File: src/rtl/kflbh_pkg.sv
`timescale 1ns / 1ps
// ----------------------------------------------------------------------------
// kflbh_pkg
// Shared types and constants of the keyed four-lane byte hash.
// ----------------------------------------------------------------------------
package kflbh_pkg;

  // lane multiplier and key byte multiplier
  localparam logic [30:0] LANE_MUL = 31'd1315423911;
  localparam logic [31:0] KEY_MUL  = 32'd2654435761;

  localparam int unsigned LANES     = 4;
  localparam int unsigned KEY_BYTES = 32;
  localparam int unsigned LANE_W    = $clog2(LANES);
  localparam int unsigned POS_W     = $clog2(KEY_BYTES);
  localparam int unsigned WORD_W    = 64;
  localparam int unsigned KEY_WORDS = 4;
  localparam int unsigned CFG_IDX_W = 2;

  // key term is 8x32 bits, plus one bit for the data byte
  localparam int unsigned ADD_W = 41;

  // register indexes of the configuration port
  localparam logic [CFG_IDX_W-1:0] REG_KEY_WORD_0 = 2'd0;
  localparam logic [CFG_IDX_W-1:0] REG_KEY_WORD_1 = 2'd1;
  localparam logic [CFG_IDX_W-1:0] REG_KEY_WORD_2 = 2'd2;
  localparam logic [CFG_IDX_W-1:0] REG_KEY_WORD_3 = 2'd3;

  // classified item passed from front to back
  typedef struct packed {
    logic [ADD_W-1:0]  addend;
    logic [LANE_W-1:0] lane;
    logic              last;
  } item_t;

endpackage

File: src/rtl/kflbh_if.sv
`timescale 1ns / 1ps
// ----------------------------------------------------------------------------
// kflbh_byte_if / kflbh_digest_if
// Valid/ready channels for message bytes and digest words.
// ----------------------------------------------------------------------------
interface kflbh_byte_if;
  logic       valid;
  logic       ready;
  logic [7:0] data_byte;
  logic       last_byte;

  modport source (output valid, output data_byte, output last_byte, input ready);
  modport sink   (input valid, input data_byte, input last_byte, output ready);
endinterface

interface kflbh_digest_if;
  logic        valid;
  logic        ready;
  logic [63:0] digest_word;
  logic [1:0]  word_index;
  logic        last_word;

  modport source (output valid, output digest_word, output word_index, output last_word,
                  input ready);
  modport sink   (input valid, input digest_word, input word_index, input last_word,
                  output ready);
endinterface

File: src/rtl/keyed_four_lane_byte_hash.sv
`timescale 1ns / 1ps
// ----------------------------------------------------------------------------
// keyed_four_lane_byte_hash
// Keyed hash of a byte stream into four 64-bit lane accumulators.
// ----------------------------------------------------------------------------
// Usage:
//   byte_in carries one message byte per item, last_byte marks the end of a
//   message. digest_out gives four items per message, lanes 0 to 3 in order,
//   last_word set on lane 3. The 32-byte key is written through the cfg
//   port as four 64-bit words (index 0 to 3) while the block is idle.
// Throughput: one byte per cycle while byte_in.ready is high. A message ends
//   with four digest words, one per cycle while digest_out.ready is high; the
//   digest buffer frees once its last word is in the output register.
// Path: the final byte passes the queue, the multiply stage and the digest
//   buffer to the output register; the lane update is a split 32-bit multiply
//   stage followed by a commit add into the lane register.
// Reset: key words, lane accumulators and byte position go to zero; the
//   queue and digest output are emptied.
// Stall: the output word is held while digest_out.ready is low; the next
//   message keeps streaming until the final byte needs the digest buffer,
//   then the queue fills and byte_in.ready drops.
// ----------------------------------------------------------------------------
module keyed_four_lane_byte_hash #(
  parameter int unsigned QUEUE_DEPTH = 2
) (
  input  logic                            clk,
  input  logic                            rst,
  input  logic                            cfg_wr_en,
  input  logic [kflbh_pkg::CFG_IDX_W-1:0] cfg_index,
  input  logic [kflbh_pkg::WORD_W-1:0]    cfg_data,
  kflbh_byte_if.sink                      byte_in,
  kflbh_digest_if.source                  digest_out
);

  kflbh_pkg::item_t push_item;
  kflbh_pkg::item_t pop_item;
  logic             push_valid;
  logic             push_ready;
  logic             pop_valid;
  logic             pop_ready;

  // classify bytes
  kflbh_front u_front (
    .clk        (clk),
    .rst        (rst),
    .cfg_wr_en  (cfg_wr_en),
    .cfg_index  (cfg_index),
    .cfg_data   (cfg_data),
    .byte_in    (byte_in),
    .push_item  (push_item),
    .push_valid (push_valid),
    .push_ready (push_ready)
  );

  // decoupling queue
  kflbh_queue #(
    .DEPTH (QUEUE_DEPTH)
  ) u_queue (
    .clk        (clk),
    .rst        (rst),
    .push_item  (push_item),
    .push_valid (push_valid),
    .push_ready (push_ready),
    .pop_item   (pop_item),
    .pop_valid  (pop_valid),
    .pop_ready  (pop_ready)
  );

  // accumulate and emit
  kflbh_back u_back (
    .clk        (clk),
    .rst        (rst),
    .pop_item   (pop_item),
    .pop_valid  (pop_valid),
    .pop_ready  (pop_ready),
    .digest_out (digest_out)
  );

endmodule

File: src/rtl/kflbh_front.sv
`timescale 1ns / 1ps
// ----------------------------------------------------------------------------
// kflbh_front
// Key registers, byte position and key term; classifies each byte item.
// ----------------------------------------------------------------------------
module kflbh_front (
  input  logic                              clk,
  input  logic                              rst,
  input  logic                              cfg_wr_en,
  input  logic [kflbh_pkg::CFG_IDX_W-1:0]   cfg_index,
  input  logic [kflbh_pkg::WORD_W-1:0]      cfg_data,
  kflbh_byte_if.sink                        byte_in,
  output kflbh_pkg::item_t                  push_item,
  output logic                              push_valid,
  input  logic                              push_ready
);

  logic [kflbh_pkg::WORD_W-1:0] key_word [kflbh_pkg::KEY_WORDS];
  logic [kflbh_pkg::POS_W-1:0]  byte_pos;
  logic [7:0]                   key_byte;
  logic [39:0]                  key_term;
  logic                         accept;

  assign byte_in.ready = push_ready;
  assign push_valid    = byte_in.valid;
  assign accept        = byte_in.valid && push_ready;

  // key registers
  always_ff @(posedge clk) begin
    if (rst) begin
      for (int i = 0; i < kflbh_pkg::KEY_WORDS; i++) key_word[i] <= '0;
    end else if (cfg_wr_en) begin
      unique case (cfg_index)
        kflbh_pkg::REG_KEY_WORD_0: key_word[0] <= cfg_data;
        kflbh_pkg::REG_KEY_WORD_1: key_word[1] <= cfg_data;
        kflbh_pkg::REG_KEY_WORD_2: key_word[2] <= cfg_data;
        kflbh_pkg::REG_KEY_WORD_3: key_word[3] <= cfg_data;
        default: ;
      endcase
    end
  end

  // byte position, back to zero after the last byte
  always_ff @(posedge clk) begin
    if (rst) begin
      byte_pos <= '0;
    end else if (accept) begin
      byte_pos <= byte_in.last_byte ? '0 : byte_pos + 1'b1;
    end
  end

  // key byte times key multiplier, plus the data byte
  assign key_byte = key_word[byte_pos[4:3]][{byte_pos[2:0], 3'b000} +: 8];
  assign key_term = key_byte * kflbh_pkg::KEY_MUL;

  assign push_item.addend = {1'b0, key_term} + {33'd0, byte_in.data_byte};
  assign push_item.lane   = byte_pos[kflbh_pkg::LANE_W-1:0];
  assign push_item.last   = byte_in.last_byte;

endmodule

File: src/rtl/kflbh_queue.sv
`timescale 1ns / 1ps
// ----------------------------------------------------------------------------
// kflbh_queue
// Small register queue between front and back.
// ----------------------------------------------------------------------------
module kflbh_queue #(
  parameter int unsigned DEPTH = 2
) (
  input  logic             clk,
  input  logic             rst,
  input  kflbh_pkg::item_t push_item,
  input  logic             push_valid,
  output logic             push_ready,
  output kflbh_pkg::item_t pop_item,
  output logic             pop_valid,
  input  logic             pop_ready
);

  localparam int unsigned PTR_W = (DEPTH > 1) ? $clog2(DEPTH) : 1;
  localparam int unsigned CNT_W = $clog2(DEPTH + 1);
  localparam logic [PTR_W-1:0] LAST_SLOT = PTR_W'(DEPTH - 1);

  kflbh_pkg::item_t  slot [DEPTH];
  logic [PTR_W-1:0]  wr_ptr;
  logic [PTR_W-1:0]  rd_ptr;
  logic [CNT_W-1:0]  count;
  logic              do_push;
  logic              do_pop;

  assign push_ready = (count != CNT_W'(DEPTH));
  assign pop_valid  = (count != '0);
  assign pop_item   = slot[rd_ptr];
  assign do_push    = push_valid && push_ready;
  assign do_pop     = pop_valid && pop_ready;

  // storage
  always_ff @(posedge clk) begin
    if (do_push) begin
      slot[wr_ptr] <= push_item;
    end
  end

  // pointers and fill count
  always_ff @(posedge clk) begin
    if (rst) begin
      wr_ptr <= '0;
      rd_ptr <= '0;
      count  <= '0;
    end else begin
      if (do_push) wr_ptr <= (wr_ptr == LAST_SLOT) ? '0 : wr_ptr + 1'b1;
      if (do_pop)  rd_ptr <= (rd_ptr == LAST_SLOT) ? '0 : rd_ptr + 1'b1;
      priority if (do_push && !do_pop) begin
        count <= count + 1'b1;
      end else if (do_pop && !do_push) begin
        count <= count - 1'b1;
      end
    end
  end

endmodule

File: src/rtl/kflbh_back.sv
`timescale 1ns / 1ps
// ----------------------------------------------------------------------------
// kflbh_back
// Lane accumulators: split multiply stage, commit add, digest emission.
// ----------------------------------------------------------------------------
module kflbh_back (
  input  logic              clk,
  input  logic              rst,
  input  kflbh_pkg::item_t  pop_item,
  input  logic              pop_valid,
  output logic              pop_ready,
  kflbh_digest_if.source    digest_out
);

  localparam int unsigned L = kflbh_pkg::LANES;
  localparam logic [kflbh_pkg::LANE_W-1:0] LAST_LANE = kflbh_pkg::LANE_W'(L - 1);

  logic [63:0]                  acc [L];
  logic [63:0]                  dig [L];
  logic                         dig_busy;
  logic [kflbh_pkg::LANE_W-1:0] dig_idx;

  // multiply stage registers
  logic                         mul_valid;
  logic [62:0]                  mul_lo;
  logic [31:0]                  mul_hi;
  logic [kflbh_pkg::ADD_W-1:0]  mul_add;
  logic [kflbh_pkg::LANE_W-1:0] mul_lane;
  logic                         mul_last;

  logic [63:0] acc_rd;
  logic [62:0] prod_lo;
  logic [62:0] prod_hi;
  logic [63:0] acc_new;
  logic        commit;
  logic        load;
  logic        out_load;

  // a final byte waits until the previous digest has gone out
  assign commit    = mul_valid && !(mul_last && dig_busy);
  assign load      = pop_valid && (!mul_valid || commit);
  assign pop_ready = !mul_valid || commit;

  // a final byte in flight means the next item starts a fresh message
  assign acc_rd  = (mul_valid && mul_last) ? '0 : acc[pop_item.lane];
  assign prod_lo = acc_rd[31:0]  * kflbh_pkg::LANE_MUL;
  assign prod_hi = acc_rd[63:32] * kflbh_pkg::LANE_MUL;

  always_ff @(posedge clk) begin
    if (rst) begin
      mul_valid <= 1'b0;
    end else if (pop_ready) begin
      mul_valid <= pop_valid;
    end
  end

  always_ff @(posedge clk) begin
    if (load) begin
      mul_lo   <= prod_lo;
      mul_hi   <= prod_hi[31:0];
      mul_add  <= pop_item.addend;
      mul_lane <= pop_item.lane;
      mul_last <= pop_item.last;
    end
  end

  // commit add, modulo 2^64
  assign acc_new = {1'b0, mul_lo} + {mul_hi, 32'd0} + {23'd0, mul_add};

  // lane accumulators and digest capture
  always_ff @(posedge clk) begin
    if (rst) begin
      for (int i = 0; i < L; i++) acc[i] <= '0;
    end else if (commit) begin
      if (mul_last) begin
        for (int i = 0; i < L; i++) acc[i] <= '0;
      end else begin
        acc[mul_lane] <= acc_new;
      end
    end
  end

  always_ff @(posedge clk) begin
    if (commit && mul_last) begin
      for (int i = 0; i < L; i++) begin
        dig[i] <= (mul_lane == kflbh_pkg::LANE_W'(i)) ? acc_new : acc[i];
      end
    end
  end

  // output register, one digest word per cycle while digest_out.ready is high
  assign out_load = dig_busy && (!digest_out.valid || digest_out.ready);

  always_ff @(posedge clk) begin
    if (rst) begin
      dig_busy         <= 1'b0;
      dig_idx          <= '0;
      digest_out.valid <= 1'b0;
    end else begin
      if (commit && mul_last) begin
        dig_busy <= 1'b1;
        dig_idx  <= '0;
      end else if (out_load) begin
        dig_idx <= dig_idx + 1'b1;
        if (dig_idx == LAST_LANE) dig_busy <= 1'b0;
      end
      if (out_load) begin
        digest_out.valid <= 1'b1;
      end else if (digest_out.ready) begin
        digest_out.valid <= 1'b0;
      end
    end
  end

  always_ff @(posedge clk) begin
    if (out_load) begin
      digest_out.digest_word <= dig[dig_idx];
      digest_out.word_index  <= dig_idx;
      digest_out.last_word   <= (dig_idx == LAST_LANE);
    end
  end

endmodule

File: src/flat_wrapper.sv
// flat-port wrapper written by rule: the top's interface ports become plain ports
module keyed_four_lane_byte_hash_flat 
#(
  parameter int unsigned QUEUE_DEPTH = 2
)
  (clk, rst, cfg_wr_en, cfg_index, cfg_data, byte_in_valid, byte_in_data_byte, byte_in_last_byte, byte_in_ready, digest_out_valid, digest_out_digest_word, digest_out_word_index, digest_out_last_word, digest_out_ready);
  kflbh_byte_if byte_in_i ();
  kflbh_digest_if digest_out_i ();
  input  logic clk;
  input  logic rst;
  input  logic cfg_wr_en;
  input  logic [kflbh_pkg::CFG_IDX_W-1:0] cfg_index;
  input  logic [kflbh_pkg::WORD_W-1:0] cfg_data;
  input wire logic [$bits(byte_in_i.valid)-1:0] byte_in_valid;
  input wire logic [$bits(byte_in_i.data_byte)-1:0] byte_in_data_byte;
  input wire logic [$bits(byte_in_i.last_byte)-1:0] byte_in_last_byte;
  output wire logic [$bits(byte_in_i.ready)-1:0] byte_in_ready;
  output wire logic [$bits(digest_out_i.valid)-1:0] digest_out_valid;
  output wire logic [$bits(digest_out_i.digest_word)-1:0] digest_out_digest_word;
  output wire logic [$bits(digest_out_i.word_index)-1:0] digest_out_word_index;
  output wire logic [$bits(digest_out_i.last_word)-1:0] digest_out_last_word;
  input wire logic [$bits(digest_out_i.ready)-1:0] digest_out_ready;
  assign byte_in_i.valid = byte_in_valid;
  assign byte_in_i.data_byte = byte_in_data_byte;
  assign byte_in_i.last_byte = byte_in_last_byte;
  assign byte_in_ready = byte_in_i.ready;
  assign digest_out_valid = digest_out_i.valid;
  assign digest_out_digest_word = digest_out_i.digest_word;
  assign digest_out_word_index = digest_out_i.word_index;
  assign digest_out_last_word = digest_out_i.last_word;
  assign digest_out_i.ready = digest_out_ready;
  keyed_four_lane_byte_hash #(.QUEUE_DEPTH(QUEUE_DEPTH)) u_core (.clk(clk), .rst(rst), .cfg_wr_en(cfg_wr_en), .cfg_index(cfg_index), .cfg_data(cfg_data), .byte_in(byte_in_i), .digest_out(digest_out_i));
endmodule
File: config.mk
export PLATFORM = sky130hd
export DESIGN_NAME = keyed_four_lane_byte_hash_flat
export DESIGN_NICKNAME = d
export VERILOG_FILES = /design/src/rtl/kflbh_pkg.sv /design/src/rtl/kflbh_if.sv /design/src/rtl/keyed_four_lane_byte_hash.sv /design/src/rtl/kflbh_front.sv /design/src/rtl/kflbh_queue.sv /design/src/rtl/kflbh_back.sv /design/src/flat_wrapper.sv
export SDC_FILE = /design/constraint.sdc
export NUM_CORES = 2
export LEC_CHECK = 0
export ABC_AREA = 0
export BUFFER_PORTS_ARGS = -buffer_cell sky130_fd_sc_hd__buf_4
export CORE_ASPECT_RATIO = 1.1
export CORE_MARGIN = 3
export CORE_UTILIZATION = 62
export CTS_CLUSTER_DIAMETER = 80
export DETAILED_ROUTE_END_ITERATION = 6
export MAX_ROUTING_LAYER = met4
export PLACE_DENSITY = 0.79
export REMOVE_ABC_BUFFERS = 1
export SYNTH_ARGS = -nofsm -noshare
export SYNTH_HDL_FRONTEND = slang
export SYNTH_SLANG_ARGS = --single-unit
File: constraint.sdc
create_clock -name clk -period 18.1 [get_ports clk]
set_input_delay 2.715 -clock clk [delete_from_list [all_inputs] [get_ports clk]]
set_output_delay 2.715 -clock clk [all_outputs]
set_load 0.03 [all_outputs]
==> impl_metrics.csv <==
group,metric,value,unit
clock_network,cts.sinks,1076,
die,initial_utilization,0.628,
setup_path,crit_path_frequent_cell,"sky130_fd_sc_hd__fa_1",
yosys,netlist_instances,6716,
finish,filler_cell_count,9155,
yosys,syn-cell-area,0.0801,mm2
die,count_of_boundary_i_o_pins,149,
clock_network,clock_latency,780,ps
clock_network,cts_max_level,3,
clock_network,clockBufferDepth,3,
yosys,synth_edf_count,1059,
timing,fmax,90.2,MHz
yosys,post_synth.cell_area_avg,11.9,um2
timing,totalNegativeSetupSlack,0,ps
yosys,postSynthRegisterBits,1076,
global_route,first_pass_grt_wire_length,326000,um
setup_path,endpoint_kind,"flip-flop",
clock_network,post_cts_resize_count,0,
finish,most_common_cell_after_layout_fill_and_taps_aside,"sky130_fd_sc_hd__inv_1",
clock_network,tritoncts,"done",
drt,dr_total_vias,51700,
global_route,grt_overflow,0,
global_route,grt.total_usage,0.339,
yosys,unique_masters_post_synth,91,
yosys,synth_top_flop_cell,"sky130_fd_sc_hd__edfxtp_1",
clock_network,clk_root_buffer_cell,"sky130_fd_sc_hd__clkbuf_16",
timing,rsz0062_at_grt,"no",
setup_path,critical_path_peak_fanout,42,
drt,drt-wirelength-per-cell,25.0,um
run_status,outcome,"completed",
yosys,asyncSetResetFlopFracSynth,0,
drt,routed_wl,215000,um
clock_network,cts_inserted_buffers,109,
timing,timing.final.max_slew_violations,0,
yosys,synthesis.yosys.warnings,0,
setup_path,slowest_stage,"sky130_fd_sc_hd__and3_1",
global_route,largest_net_degree_at_the_start_of_global_routing,91,
place,dpl.hpwl,160000,um
clock_network,post-cts-setup-buffers,0,
global_route,vias_in_the_first_global_route,54400,
place,routabilityCongestion,0.975,
drt,drt_first_pass_iters,7,
finish,fin_nets,8415,
job,maxCapViolations,0,
global_route,initial_antenna_violation_count,6,
place,numPortBuffers,148,
setup_path,critical-path-max-stage-delay,720,ps
setup_path,required_time_of_the_worst_setup_path,18590,ps
drt,count_of_antenna_violating_nets_left_after_detailed_routing,0,
setup_path,critPathKind,"flip-flop to flip-flop",
die,rows,137,
drt,first_iter_violations,4764,
timing,period_share,0.612,
die,die_width,349,um
timing,setup_viol,0,
clock_network,clk_pin_slew_worst_paths,60,ps
die,die_h,383,um
clock_network,cts_hold_buf,0,
finish,post_route_cells_drive_above_1_share,0.0953,
timing,transition_at_the_pin_with_the_smallest_max_transition_slack,1250,ps
place,place_worst_setup_slack,7280,ps
yosys,synth-seq-area-share,0.401,
finish,final_util,0.680,
timing,timing.slew.headroom,0.163,
worst_hold_path,worst_hold_path_type,"flip-flop to flip-flop",
drt,post-route-drc-count,0,
setup_path,setup.worst_path.start_class,"flip-flop",
timing,timing_hold_violations_final,0,
setup_path,cp_data_arrival_time,11570,ps
die,core_area,0.128,mm2
die,die_area,0.134,mm2
timing,layout_min_cycle_time,11080,ps
timing,finalWorstSetupSlack,7020,ps
timing,timing.clock.skew,103,ps
drt,via_per_inst,6.02,
finish,syn_to_final_growth,8.24,%
finish,layout_common_cells,"sky130_fd_sc_hd__inv_1, sky130_fd_sc_hd__edfxtp_1, sky130_fd_sc_hd__ha_1, sky130_fd_sc_hd__fa_1, sky130_fd_sc_hd__nand2_1",
final cells by class:
| cell class | count | area, um2 | area share |
|---|---|---|---|
| diodes | 3 | 7.51 | 0.0000865 |
| flip-flops and latches | 1076 | 32200 | 0.371 |
| repair buffers | 199 | 1490 | 0.0172 |
| multi-input cells | 4260 | 43000 | 0.495 |
| clock inverters | 64 | 689 | 0.00795 |
| inverters | 1170 | 4400 | 0.0507 |
| clock buffers | 143 | 2960 | 0.0341 |
| well taps | 1668 | 2090 | 0.0241 |
logic make-up after synthesis:
group           after synthesis  synth area share
buf+inv                    1380            0.0647
flops                      1076             0.401
fa+ha+maj                  1519             0.304
compound gates              832            0.0642
xor+xnor                    217            0.0240
mux                         231            0.0573
simple gates               1461            0.0850
state kept, by name, summed over array words and instances, names as in the netlist, 2 cells and up, named ones only:
| name | cells |
|---|---|
| u_core.u_back.acc | 256 |
| u_core.u_back.mul_lo | 63 |
| u_core.u_back.mul_add | 40 |
| u_core.u_back.dig_idx | 2 |
| u_core.u_back.dig | 256 |
| u_core.u_front.key_word | 256 |
| u_core.u_queue.slot | 86 |
| u_core.u_front.byte_pos | 5 |
| u_core.u_queue.count | 2 |
| u_core.u_back.digest_out.word_index | 2 |
| u_core.u_back.mul_lane | 2 |
| u_core.u_back.mul_hi | 32 |
| u_core.u_back.digest_out.digest_word | 64 |
critical path, delay by kind of cell, from the launching register on:
| kind | cells | cell delay (ps) |
|---|---|---|
| AOI/OAI and AO/OA | 8 | 1940 |
| xor gates and xnor gates | 1 | 110 |
| adders and majority gates | 9 | 4350 |
| buffers and inverters | 9 | 2130 |
| DFF | 1 | 360 |
| muxes | 1 | 290 |
| and+or+nand+nor | 4 | 1520 |
path summary, 6_finish.rpt:
path / depth (start not counted) / to / slack [ps] / startpoint
max: 32 / u_core.u_back.mul_lo[61] / 7020 / flip-flop
min: 0 / u_core.u_queue.slot[1][2] / 470 / u_core.u_front.byte_pos[1]
min reg2reg: 0 / u_core.u_queue.slot[1][2] / 470 / u_core.u_front.byte_pos[1]
max reg2reg: 32 / u_core.u_back.mul_lo[61] / 7020 / flip-flop
cell usage after synthesis (5+ instances only):
library cell                count  share of area
sky130_fd_sc_hd__a31o_2         6        0.00066
sky130_fd_sc_hd__a211o_1        7        0.00077
sky130_fd_sc_hd__xor2_1        63         0.0069
sky130_fd_sc_hd__nor3b_1        5        0.00047
sky130_fd_sc_hd__clkbuf_1     176         0.0082
sky130_fd_sc_hd__edfxtp_1    1059           0.40
sky130_fd_sc_hd__mux2_2        44         0.0062
sky130_fd_sc_hd__and3_1        26         0.0020
sky130_fd_sc_hd__o21ai_0      339          0.021
sky130_fd_sc_hd__o21bai_1      30         0.0028
sky130_fd_sc_hd__o21a_1        29         0.0027
sky130_fd_sc_hd__mux4_2       177          0.050
sky130_fd_sc_hd__or2_2         11        0.00086
sky130_fd_sc_hd__a21oi_1      166          0.010
sky130_fd_sc_hd__inv_1       1168          0.055
sky130_fd_sc_hd__or3_1         13         0.0010
sky130_fd_sc_hd__a211oi_1      18         0.0017
sky130_fd_sc_hd__a221oi_1       5        0.00055
sky130_fd_sc_hd__and2_1       293          0.023
sky130_fd_sc_hd__o211ai_1      15         0.0014
sky130_fd_sc_hd__o2111ai_1      6        0.00066
sky130_fd_sc_hd__nand2b_1      25         0.0020
sky130_fd_sc_hd__buf_1         29         0.0014
sky130_fd_sc_hd__nor2b_1       22         0.0017
sky130_fd_sc_hd__xnor2_1      151          0.017
sky130_fd_sc_hd__fa_1         709           0.18
sky130_fd_sc_hd__o41ai_1        7        0.00077
sky130_fd_sc_hd__mux2i_1        9         0.0011
sky130_fd_sc_hd__dfxtp_1       17         0.0042
sky130_fd_sc_hd__nor3_1        27         0.0017
sky130_fd_sc_hd__a21o_1        94         0.0088
sky130_fd_sc_hd__nor2_1       395          0.019
sky130_fd_sc_hd__o21ai_1       16         0.0010
sky130_fd_sc_hd__nand3_1      127         0.0079
sky130_fd_sc_hd__o31a_1         7        0.00077
sky130_fd_sc_hd__nand2_1      483          0.023
sky130_fd_sc_hd__o31ai_1       12         0.0011
sky130_fd_sc_hd__a31oi_1       17         0.0013
sky130_fd_sc_hd__ha_1         810           0.13
sky130_fd_sc_hd__nand4_1       14         0.0011
stage by stage:
stage	hold slack, ps	cell area (um2)	cells
3_3_place_gp	464	83100	8373
6_report	471	86700	8583
4_1_cts	459	86700	8580
2_1_floorplan	451	79300	6506
5_1_grt	497	86700	8583
3_5_place_dp	486	83100	8373
per-layer routing:
metal / vias up / part of all wire / GRT usage / routed length (um)
li1: 23000 / - / - / -
met1: 25800 / 0.38 / 0.416 / 80600
met2: 2434 / 0.49 / 0.559 / 106000
met3: 512 / 0.078 / 0.0526 / 16700
met4: 0 / 0.053 / 0.150 / 11400
met5: - / 0 / - / 0
Power is not shown: default switching activity piles up to over one toggle a cycle in this logic, so the estimate is an artifact.
